File: config.mk
export PLATFORM = sky130hd
export DESIGN_NAME = command_line_word_splitter_top
export DESIGN_NICKNAME = d
export VERILOG_FILES = /design/src/rtl/clws_pkg.sv /design/src/rtl/command_line_word_splitter_top.sv
export SDC_FILE = /design/constraint.sdc
export NUM_CORES = 1
export LEC_CHECK = 0
export BUFFER_PORTS_ARGS = -buffer_cell sky130_fd_sc_hd__buf_2
export CAP_MARGIN = 20
export CORE_MARGIN = 2
export CORE_UTILIZATION = 49
export CTS_CLUSTER_DIAMETER = 150
export DETAILED_ROUTE_END_ITERATION = 10
export PLACE_DENSITY = 0.67
export SYNTH_ARGS = -nofsm -noshare
export SYNTH_HDL_FRONTEND = slang
export SYNTH_SLANG_ARGS = --single-unit
File: constraint.sdc
create_clock -name clock -period 5 [get_ports clock]
set_clock_uncertainty 0.15 [all_clocks]
set_input_delay 1 -clock clock [delete_from_list [all_inputs] [get_ports clock]]
set_output_delay 1 -clock clock [all_outputs]
set_load 0.1 [all_outputs]
File: src/rtl/clws_pkg.sv
// Package of the command line word splitter: codes, constants and the result record.
package clws_pkg;

   localparam int LINE_BYTES_DEFAULT = 256;
   localparam int CHAR_W = 8;
   localparam int POS_W_OUT = 8;
   localparam int COUNT_W = 8;
   localparam int RSP_DATA_W = 24;
   localparam int RSP_USER_W = 3;
   localparam int QUEUE_DEPTH = 4;

   localparam logic [CHAR_W-1:0] CHAR_NUL = 8'h00;
   localparam logic [CHAR_W-1:0] CHAR_CR = 8'h0d;
   localparam logic [CHAR_W-1:0] CHAR_SPACE = 8'h20;
   localparam logic [CHAR_W-1:0] CHAR_DQUOTE = 8'h22;
   localparam logic [CHAR_W-1:0] CHAR_SQUOTE = 8'h27;
   localparam logic [CHAR_W-1:0] CHAR_BACKSLASH = 8'h5c;

   localparam logic [COUNT_W-1:0] WORD_LIMIT_RESET = 8'd20;
   localparam logic [COUNT_W-1:0] WORDS_MAX = 8'd255;

   typedef enum logic [2:0] {
      MODE_BETWEEN = 3'd0,
      MODE_WORD    = 3'd1,
      MODE_SQUOTE  = 3'd2,
      MODE_DQUOTE  = 3'd3,
      MODE_ESCAPE  = 3'd4
   } mode_type;

   typedef struct packed {
      logic [CHAR_W-1:0]    out_byte;
      logic [POS_W_OUT-1:0] out_pos;
      logic [COUNT_W-1:0]   word_total;
      logic                 starts_word;
      logic                 is_summary;
      logic                 rejected;
      logic                 too_long;
   } rsp_type;

endpackage

File: src/rtl/command_line_word_splitter_top.sv
// Top level of the command line word splitter: parser state and result queue.
//
//   Channel   Direction   Handshake               Content
//   req_      in          req_tvalid/req_tready   one command line byte
//   rsp_      out         rsp_tvalid/rsp_tready   packed byte or end-of-line summary
//   csr_      in          csr_valid/csr_ready     word limit register
//
// Each request is parsed in the cycle it is accepted and its results are written
// into a four-entry result queue, which drives the result channel from registers.
// A request is accepted in every cycle while the queue has room for two results,
// so a steady stream of one result per request runs at one request per cycle; a
// line end that closes a word yields two results.
// Reset clears the parse state, the queue and sets the word limit to twenty.
// A stalled result channel fills the queue and then holds off further requests.
module command_line_word_splitter_top #(
   parameter int LINE_BYTES = clws_pkg::LINE_BYTES_DEFAULT
) (
   input  logic                               clock,
   input  logic                               reset,
   input  logic                               req_tvalid,
   output logic                               req_tready,
   // char_in [7:0]
   input  logic [clws_pkg::CHAR_W-1:0]        req_tdata,
   output logic                               rsp_tvalid,
   input  logic                               rsp_tready,
   // out_byte [7:0], out_pos [15:8], word_total [23:16]
   output logic [clws_pkg::RSP_DATA_W-1:0]    rsp_tdata,
   // starts_word [0], rejected [1], too_long [2]
   output logic [clws_pkg::RSP_USER_W-1:0]    rsp_tuser,
   output logic                               rsp_tlast,
   input  logic                               csr_valid,
   output logic                               csr_ready,
   input  logic [clws_pkg::COUNT_W-1:0]       csr_data
);
   import clws_pkg::*;

   localparam int POS_W = $clog2(LINE_BYTES);
   localparam logic [POS_W-1:0] POS_TOP = POS_W'(LINE_BYTES - 1);
   localparam int PTR_W = $clog2(QUEUE_DEPTH);
   localparam int CNT_W = $clog2(QUEUE_DEPTH + 1);
   localparam logic [CNT_W-1:0] ACCEPT_LIMIT = CNT_W'(QUEUE_DEPTH - 2);

   mode_type             mode_ff, mode_in;
   mode_type             resume_ff, resume_in;
   logic [COUNT_W-1:0]   words_ff, words_in;
   logic [POS_W-1:0]     wpos_ff, wpos_in;
   logic                 fresh_ff, fresh_in;
   logic                 ovf_ff, ovf_in;
   logic                 top_taken_ff, top_taken_in;
   logic [COUNT_W-1:0]   limit_ff;

   rsp_type              queue_ff [QUEUE_DEPTH];
   logic [PTR_W-1:0]     rd_ptr_ff, rd_ptr_in;
   logic [PTR_W-1:0]     wr_ptr_ff, wr_ptr_in;
   logic [CNT_W-1:0]     count_ff, count_in;

   logic                 req_fire, rsp_fire;
   logic [CHAR_W-1:0]    c;
   logic                 line_end;
   logic                 do_put, put_ends_word;
   logic [CHAR_W-1:0]    put_val;
   logic                 at_top, ovf_after;
   logic [COUNT_W-1:0]   words_after;
   logic                 rej;
   rsp_type              put_ent, sum_ent, ent0, ent1;
   logic [1:0]           push_cnt;
   logic [PTR_W-1:0]     wr_ptr_next;
   rsp_type              head;

   assign csr_ready = 1'b1;
   assign req_tready = (count_ff <= ACCEPT_LIMIT);
   assign req_fire = req_tvalid & req_tready;
   assign rsp_fire = rsp_tvalid & rsp_tready;
   assign c = req_tdata;
   assign line_end = (c == CHAR_NUL) || (c == CHAR_CR);

   // Parse step: mode transitions and choice of the byte to write.
   always_comb begin
      mode_in = mode_ff;
      resume_in = resume_ff;
      do_put = 1'b0;
      put_ends_word = 1'b0;
      put_val = c;
      if (line_end) begin
         do_put = (mode_ff != MODE_BETWEEN);
         put_ends_word = 1'b1;
         put_val = CHAR_NUL;
         mode_in = MODE_BETWEEN;
         resume_in = MODE_BETWEEN;
      end else begin
         unique case (mode_ff)
            MODE_BETWEEN, MODE_WORD: begin
               if (c == CHAR_DQUOTE) begin
                  mode_in = MODE_DQUOTE;
               end else if (c == CHAR_SQUOTE) begin
                  mode_in = MODE_SQUOTE;
               end else if (c == CHAR_BACKSLASH) begin
                  resume_in = MODE_WORD;
                  mode_in = MODE_ESCAPE;
               end else if (c == CHAR_SPACE) begin
                  if (mode_ff == MODE_WORD) begin
                     do_put = 1'b1;
                     put_ends_word = 1'b1;
                     put_val = CHAR_NUL;
                     mode_in = MODE_BETWEEN;
                  end
               end else begin
                  do_put = 1'b1;
                  mode_in = MODE_WORD;
               end
            end
            MODE_SQUOTE, MODE_DQUOTE: begin
               if ((mode_ff == MODE_SQUOTE && c == CHAR_SQUOTE) ||
                   (mode_ff == MODE_DQUOTE && c == CHAR_DQUOTE)) begin
                  mode_in = MODE_WORD;
               end else if (c == CHAR_BACKSLASH) begin
                  resume_in = mode_ff;
                  mode_in = MODE_ESCAPE;
               end else begin
                  do_put = 1'b1;
               end
            end
            MODE_ESCAPE: begin
               do_put = 1'b1;
               if (resume_ff == MODE_WORD || resume_ff == MODE_SQUOTE ||
                   resume_ff == MODE_DQUOTE) begin
                  mode_in = resume_ff;
               end else begin
                  mode_in = MODE_WORD;
               end
            end
            default: begin
               do_put = 1'b1;
               mode_in = MODE_WORD;
            end
         endcase
      end
   end

   // Buffer write, counters and the results of one request.
   always_comb begin
      at_top = (wpos_ff == POS_TOP);
      ovf_after = ovf_ff | (do_put & at_top & top_taken_ff);
      words_after = words_ff;
      if (do_put && put_ends_word && words_ff != WORDS_MAX) begin
         words_after = words_ff + COUNT_W'(1);
      end
      rej = (words_after >= limit_ff);

      wpos_in = wpos_ff;
      top_taken_in = top_taken_ff;
      fresh_in = fresh_ff;
      ovf_in = ovf_after;
      words_in = words_after;
      if (do_put) begin
         if (!at_top) begin
            wpos_in = wpos_ff + POS_W'(1);
         end
         top_taken_in = top_taken_ff | at_top;
         fresh_in = put_ends_word;
      end

      put_ent = '0;
      put_ent.out_byte = put_val;
      put_ent.out_pos = POS_W_OUT'(wpos_ff);
      put_ent.starts_word = fresh_ff;
      put_ent.too_long = ovf_after;

      sum_ent = '0;
      sum_ent.is_summary = 1'b1;
      sum_ent.word_total = rej ? '0 : words_after;
      sum_ent.rejected = rej;
      sum_ent.too_long = ovf_after;

      if (line_end) begin
         words_in = '0;
         wpos_in = '0;
         fresh_in = 1'b1;
         ovf_in = 1'b0;
         top_taken_in = 1'b0;
      end

      ent0 = put_ent;
      ent1 = sum_ent;
      push_cnt = 2'd0;
      if (req_fire) begin
         if (line_end) begin
            if (do_put) begin
               push_cnt = 2'd2;
            end else begin
               ent0 = sum_ent;
               push_cnt = 2'd1;
            end
         end else if (do_put) begin
            push_cnt = 2'd1;
         end
      end
   end

   // Result queue pointers.
   always_comb begin
      wr_ptr_next = wr_ptr_ff + PTR_W'(1);
      wr_ptr_in = wr_ptr_ff + PTR_W'(push_cnt);
      rd_ptr_in = rsp_fire ? rd_ptr_ff + PTR_W'(1) : rd_ptr_ff;
      count_in = count_ff + CNT_W'(push_cnt) - CNT_W'(rsp_fire);
   end

   always_ff @(posedge clock) begin
      if (reset) begin
         mode_ff <= MODE_BETWEEN;
         resume_ff <= MODE_BETWEEN;
         words_ff <= '0;
         wpos_ff <= '0;
         fresh_ff <= 1'b1;
         ovf_ff <= 1'b0;
         top_taken_ff <= 1'b0;
         limit_ff <= WORD_LIMIT_RESET;
         rd_ptr_ff <= '0;
         wr_ptr_ff <= '0;
         count_ff <= '0;
      end else begin
         if (req_fire) begin
            mode_ff <= mode_in;
            resume_ff <= resume_in;
            words_ff <= words_in;
            wpos_ff <= wpos_in;
            fresh_ff <= fresh_in;
            ovf_ff <= ovf_in;
            top_taken_ff <= top_taken_in;
         end
         if (csr_valid && csr_ready) begin
            limit_ff <= csr_data;
         end
         rd_ptr_ff <= rd_ptr_in;
         wr_ptr_ff <= wr_ptr_in;
         count_ff <= count_in;
      end
   end

   always_ff @(posedge clock) begin
      if (push_cnt != 2'd0) begin
         queue_ff[wr_ptr_ff] <= ent0;
      end
      if (push_cnt == 2'd2) begin
         queue_ff[wr_ptr_next] <= ent1;
      end
   end

   assign head = queue_ff[rd_ptr_ff];
   assign rsp_tvalid = (count_ff != '0);
   assign rsp_tdata = {head.word_total, head.out_pos, head.out_byte};
   assign rsp_tuser = {head.too_long, head.rejected, head.starts_word};
   assign rsp_tlast = head.is_summary;

endmodule
==> reports/metrics.yaml, run 1 <==
status: "finished, final reports clean"
rr_endpoint: "queue_ff[3][8]"
synth_most_common_cell: "dfxtp_1"
h-tree-depth: 4
leakagePower_nw: 3.13
core_area_sq_um: 15000
cts.clk_slew.worst_paths_ns: 0.06
final_cell_count_no_fill: 918
ctsRootBufferMaster: "clkbuf_16"
hold_viol_final: 0
fin_nets: 755
rsz0062_at_grt: "no"
cp_slowest_stage_delay_ns: 0.87
wl_per_cell_um: 19.8
first_pass_iters: 5
finalSetupViolations: 0
crit_buf_inv: 1
fin_ws_ns: 0.519
async_flop_share: 0
place_ws_ns: 0.00968
drive_above_1_share: 0.211
clk_path_buf_depth: 2
drtIter0Drc: 669
hpwl_mm: 12.1
holdBufCountCts: 0
die_height_um: 127
finalSetupTns_ns: 0
num_antenna_cells: 0
worst_pin_slew_ns: 1.07
startpoint_type: "primary input"
synth_top_cell_by_area: "dfxtp_1"
syn_inst: 677
cts_resized: 0
power_density_nw_per_um2: 545
clk_latency_ns: 0.42
start_util: 0.494
rows: 45
hold_path_startpoint: "queue_ff[2][2]"
synth_top_cell_area_share: 0.307
post_cts_buffers: 0
place_inst: 883
synth.ff_latch_count: 154
synth_seq_area_share: 0.469
drt_wl_total_mm: 18.2
fp.dieArea_sq_um: 16200
synth_edf_count: 40
synth_area_leaders: "dfxtp_1 (31%), edfxtp_1 (16%), mux4_2 (8.5%)"
drcViolationCount: 0
holdPathStages: 2
grt_pass1_vias: 5689
r2r_slack_ns: 1.13
cts_tree: "yes"
drtAntennaViolNets: 0
maxSlewViolCount: 0
grt_pass1_wl_mm: 29.7
grtUsageTotal: 0.235
syn_avg_cell_area_sq_um: 11.0
vias: 5908
crit_slowest_cell: "o31ai_1"
die_w_um: 127
end_kind: "flip-flop"
finalCritPeriodShare: 0.896
cts.sinks: 154
cp_max_fo: 25
area_delta_synth_final_pct: 13.1
cp_cell_sequence: "buf_2 -> or4_1 -> a21oi_2 -> o221a_2 -> o21ai_1 -> and2_1 -> ha_1 -> nand2b_1 -> a211oi_1 -> o21a_1 -> o31ai_1 -> a21oi_1"
grt_max_degree: 37
maxCapViolations: 0
worstPathArrival_ns: 4.45
rr_worst_depth: 11
fin_crit_ns: 4.48
synth.distinct_cells: 77
worstSetupPathType: "in -> reg"
ir_drop_v: 0.000273
netlist_area_sq_um: 7430
hold_class: "reg -> reg"
min_to: "queue_ff[2][2]"
power_w: 0.00458
grt_overflow_total: 0
antenna_found_initial: 0
ys_top_cells_by_count: "dfxtp_1 (114), a32o_1 (49), a21oi_1 (47)"
fmax_mhz: 223
timing.rr.start: "mode_ff[1]"
place.gp.congestion: 0.893
relSlewSlack: 0.277
synth_ff_type: "dfxtp_1"
io_pins: 52
io_buffer_count: 50
synth_fp_nets: 714
path_delay_family: "compound AO/OA/AOI/OAI gates"
viasPerCell: 6.44
yosysWarnings: 0
cts_made_buffers: 17
required_ns: 4.97
flip-flops by register name (all words and copies together), names as in the netlist, named ones only:
signal / flops
wpos_ff: 8
wr_ptr_ff: 2
count_ff: 3
top_taken_ff: 1
rd_ptr_ff: 2
fresh_ff: 1
mode_ff: 3
queue_ff: 112
ovf_ff: 1
words_ff: 8
limit_ff: 8
resume_ff: 3
power breakdown:
part           internal [W]  switching [W]  leakage (nW)
registers           0.00150       0.000199          1.31
logic              0.000482        0.00122          1.55
clock network      0.000700       0.000477         0.267
worst reg2reg max path, stage by stage, from the launching register on:
cell and delay (ns):
dfxtp_1 0.43, nor2_1 0.34, nand4_4 0.25, a211o_1 0.41, or3_1 0.40, nand2_1 0.10
ha_1 0.16, o21ai_0 0.09, nand2b_1 0.07, a21oi_1 0.13, o31ai_1 0.93, a21oi_1 0.11
routing by layer:
layer | track usage | share of wire | vias up
met5 | 0 | 0 | -
met4 | 0.0847 | 0.019 | 0
met3 | 0.0595 | 0.079 | 28
met2 | 0.362 | 0.47 | 264
met1 | 0.325 | 0.44 | 2894
li1 | - | - | 2722
layout by cell type (no fill, tap or decap), types with 5 or more instances in the layout:
cell type / synthesis / layout
nor2_1: 41 / 41
and3_1: 12 / 12
nand2b_1: 5 / 5
buf_2: 20 / 52
and2_1: 5 / 5
clkbuf_16: 0 / 18
o31ai_1: 5 / 5
nand4_1: 7 / 7
a21o_1: 5 / 5
a22o_1: 20 / 20
edfxtp_1: 40 / 40
dfxtp_1: 114 / 112
inv_1: 21 / 21
o21ai_0: 21 / 21
o211ai_1: 9 / 9
a31oi_1: 11 / 11
mux2i_1: 8 / 8
nor2b_1: 7 / 7
nand2_1: 31 / 31
a32o_1: 49 / 49
buf_4: 5 / 23
ha_1: 15 / 15
nand3_1: 11 / 11
nor3_1: 12 / 12
xnor2_1: 6 / 6
or3_1: 12 / 12
a21oi_1: 47 / 47
mux4_2: 28 / 28
per-stage QoR:
stage           util  area [sq um]  hold slack [ns]
6_report       0.559          8410            0.311
3_3_place_gp   0.520          7820            0.293
3_5_place_dp   0.520          7820            0.303
5_1_grt        0.559          8410            0.329
2_1_floorplan      -          7430            0.286
4_1_cts        0.557          8370            0.310
final cells by class:
class | count | area (sq um)
inverters | 23 | 86.3
fillers | 1284 | 6620
repair buffers | 77 | 465
flip-flops and latches | 154 | 3490
clock inverters | 6 | 38.8
multi-input cells | 445 | 3590
clock buffers | 25 | 508
well taps | 188 | 235
cell families (layout without fill, tap and decap cells):
logic type / Yosys count / in the layout / synth area share
xor gates and xnor gates: 10 / 10 / 0.0118
muxes: 38 / 38 / 0.0986
other: 1 / 1 / 0.000504
DFF: 154 / 154 / 0.469
AOI/OAI and AO/OA: 203 / 203 / 0.208
buffers and inverters: 78 / 131 / 0.0483
adders and majority gates: 16 / 16 / 0.0279
and+or+nand+nor: 177 / 177 / 0.136
worst max-delay path by stage:
stage,startpoint,endpoint,cells after the start
5_1_grt,req_tdata[3],queue_ff[3][9],12
3_3_place_gp,req_tdata[3],queue_ff[2][9],12
4_1_cts,req_tdata[3],queue_ff[2][6],12
2_1_floorplan,req_tdata[3],count_ff[2],19
6_report,req_tdata[3],queue_ff[3][8],12
3_5_place_dp,req_tdata[3],queue_ff[2][6],12
No activity file was read; power rests on OpenSTA's default activity.
==> inputs of run 2 (changes only) <==
- PLACE_DENSITY: 0.67 -> 0.69
==> reports/metrics.yaml, run 2 (synthesized netlist as in run 1, its figures left out) <==
drt_wl_total_mm: 18.1
largest_reg_flops: 112
cts_resized: 0
stdcell_area_sq_um: 8440
rows: 45
clk_path_buf_depth: 2
fin_nets: 753
grtUsageTotal: 0.233
largest-register: "queue_ff"
hold_class: "reg -> reg"
hpwl_mm: 12.1
ir_drop_v: 0.000448
first_pass_iters: 5
antenna_found_initial: 0
io_buffer_count: 50
maxCapViolations: 0
h-tree-depth: 4
relSlewSlack: 0.293
timing.rr.start: "mode_ff[1]"
grt_pass1_vias: 5708
final_cell_mix: "dfxtp_1 (112), buf_2 (51), a32o_1 (49)"
cts_tree: "yes"
leakagePower_nw: 3.15
r2r_slack_ns: 1.16
required_ns: 4.97
finalCritPeriodShare: 0.885
finalSetupTns_ns: 0
nFillCells: 1237
rr_worst_depth: 10
critPathLaunch: "req_tdata[2]"
rsz0062_at_grt: "no"
area_delta_synth_final_pct: 13.6
final_common_cell: "dfxtp_1"
core_area_sq_um: 15000
startpoint_type: "primary input"
drtIter0Drc: 615
worstSetupPathType: "in -> reg"
wl_per_cell_um: 19.7
io_pins: 52
holdBufCountCts: 0
viasPerCell: 6.49
final_util: 0.562
start_util: 0.494
end_kind: "flip-flop"
drcViolationCount: 0
cp_max_fo: 25
fin_crit_ns: 4.42
worstSetupEndpoint: "queue_ff[1][8]"
clk_latency_ns: 0.42
ctsRootBufferMaster: "clkbuf_16"
power_w: 0.00467
grt_overflow_total: 0
post_cts_buffers: 0
finalSetupViolations: 0
cts.clk_slew.worst_paths_ns: 0.06
die_w_um: 127
drtAntennaViolNets: 0
hold_viol_final: 0
status: "finished, final reports clean"
cts_made_buffers: 17
drive_above_1_share: 0.211
power_density_nw_per_um2: 553
rr_endpoint: "queue_ff[1][8]"
fp.dieArea_sq_um: 16200
num_antenna_cells: 0
post_dp_cell_area_sq_um: 7810
worstPathArrival_ns: 4.39
grt_max_degree: 37
vias: 5953
place.gp.congestion: 0.862
worst_pin_slew_ns: 1.05
grt_pass1_wl_mm: 29.9
maxSlewViolCount: 0
fmax_mhz: 226
cts.sinks: 154
die_height_um: 127
-- run 2: per-layer routing --
metal | track usage | vias up | wire [um]
li1 | - | 2732 | -
met1 | 0.318 | 2973 | 7950
met2 | 0.372 | 222 | 8690
met3 | 0.0398 | 26 | 1100
met4 | 0.0976 | 0 | 326
met5 | 0 | - | 0
-- run 2: where the power goes --
group | total, W | switching [W] | internal, W | leakage, nW
clock | 0.00127 | 0.000503 | 0.000770 | 0.293
combinational | 0.00170 | 0.00121 | 0.000481 | 1.55
sequential | 0.00170 | 0.000198 | 0.00150 | 1.31
total | 0.00467 | 0.00192 | 0.00276 | 3.15
-- run 2: critical path, stage by stage --
cell	delay, ns
buf_2	0.19
or4_1	0.54
a21oi_2	0.22
o221a_2	0.51
or3_1	0.28
nand2_1	0.08
ha_1	0.28
o21ai_0	0.07
nand2b_1	0.07
a21oi_1	0.12
o31ai_1	0.91
a21oi_1	0.10
-- run 2: metrics by stage --
stage | hold WS [ns] | worst slack (ns) | cells
floorplan | 0.286 | 0.672 | 677
global placement | 0.294 | 0.154 | 882
detailed placement | 0.298 | 0.0359 | 882
CTS | 0.310 | 0.540 | 914
global route | 0.322 | 0.274 | 917
finish | 0.307 | 0.577 | 917
-- run 2: area by class of cell --
cell class / instances / area, sq um / share of cell area
clock buffer: 24 / 513 / 0.0607
clock inverter: 8 / 80.1 / 0.00948
multi-input combinational: 445 / 3590 / 0.425
sequential: 154 / 3490 / 0.413
timing repair buffer: 75 / 453 / 0.0536
tap: 188 / 235 / 0.0279
inverter: 23 / 86.3 / 0.0102
-- run 2: worst min path at each step --
stage                    startpoint               to  depth (start not counted)
global route        queue_ff[2][22]  queue_ff[2][22]                          1
floorplan            queue_ff[2][2]   queue_ff[2][2]                          2
CTS                  queue_ff[2][2]   queue_ff[2][2]                          2
finish               queue_ff[2][2]   queue_ff[2][2]                          2
global placement    queue_ff[3][20]  queue_ff[3][20]                          1
detailed placement  queue_ff[2][13]  queue_ff[2][13]                          1
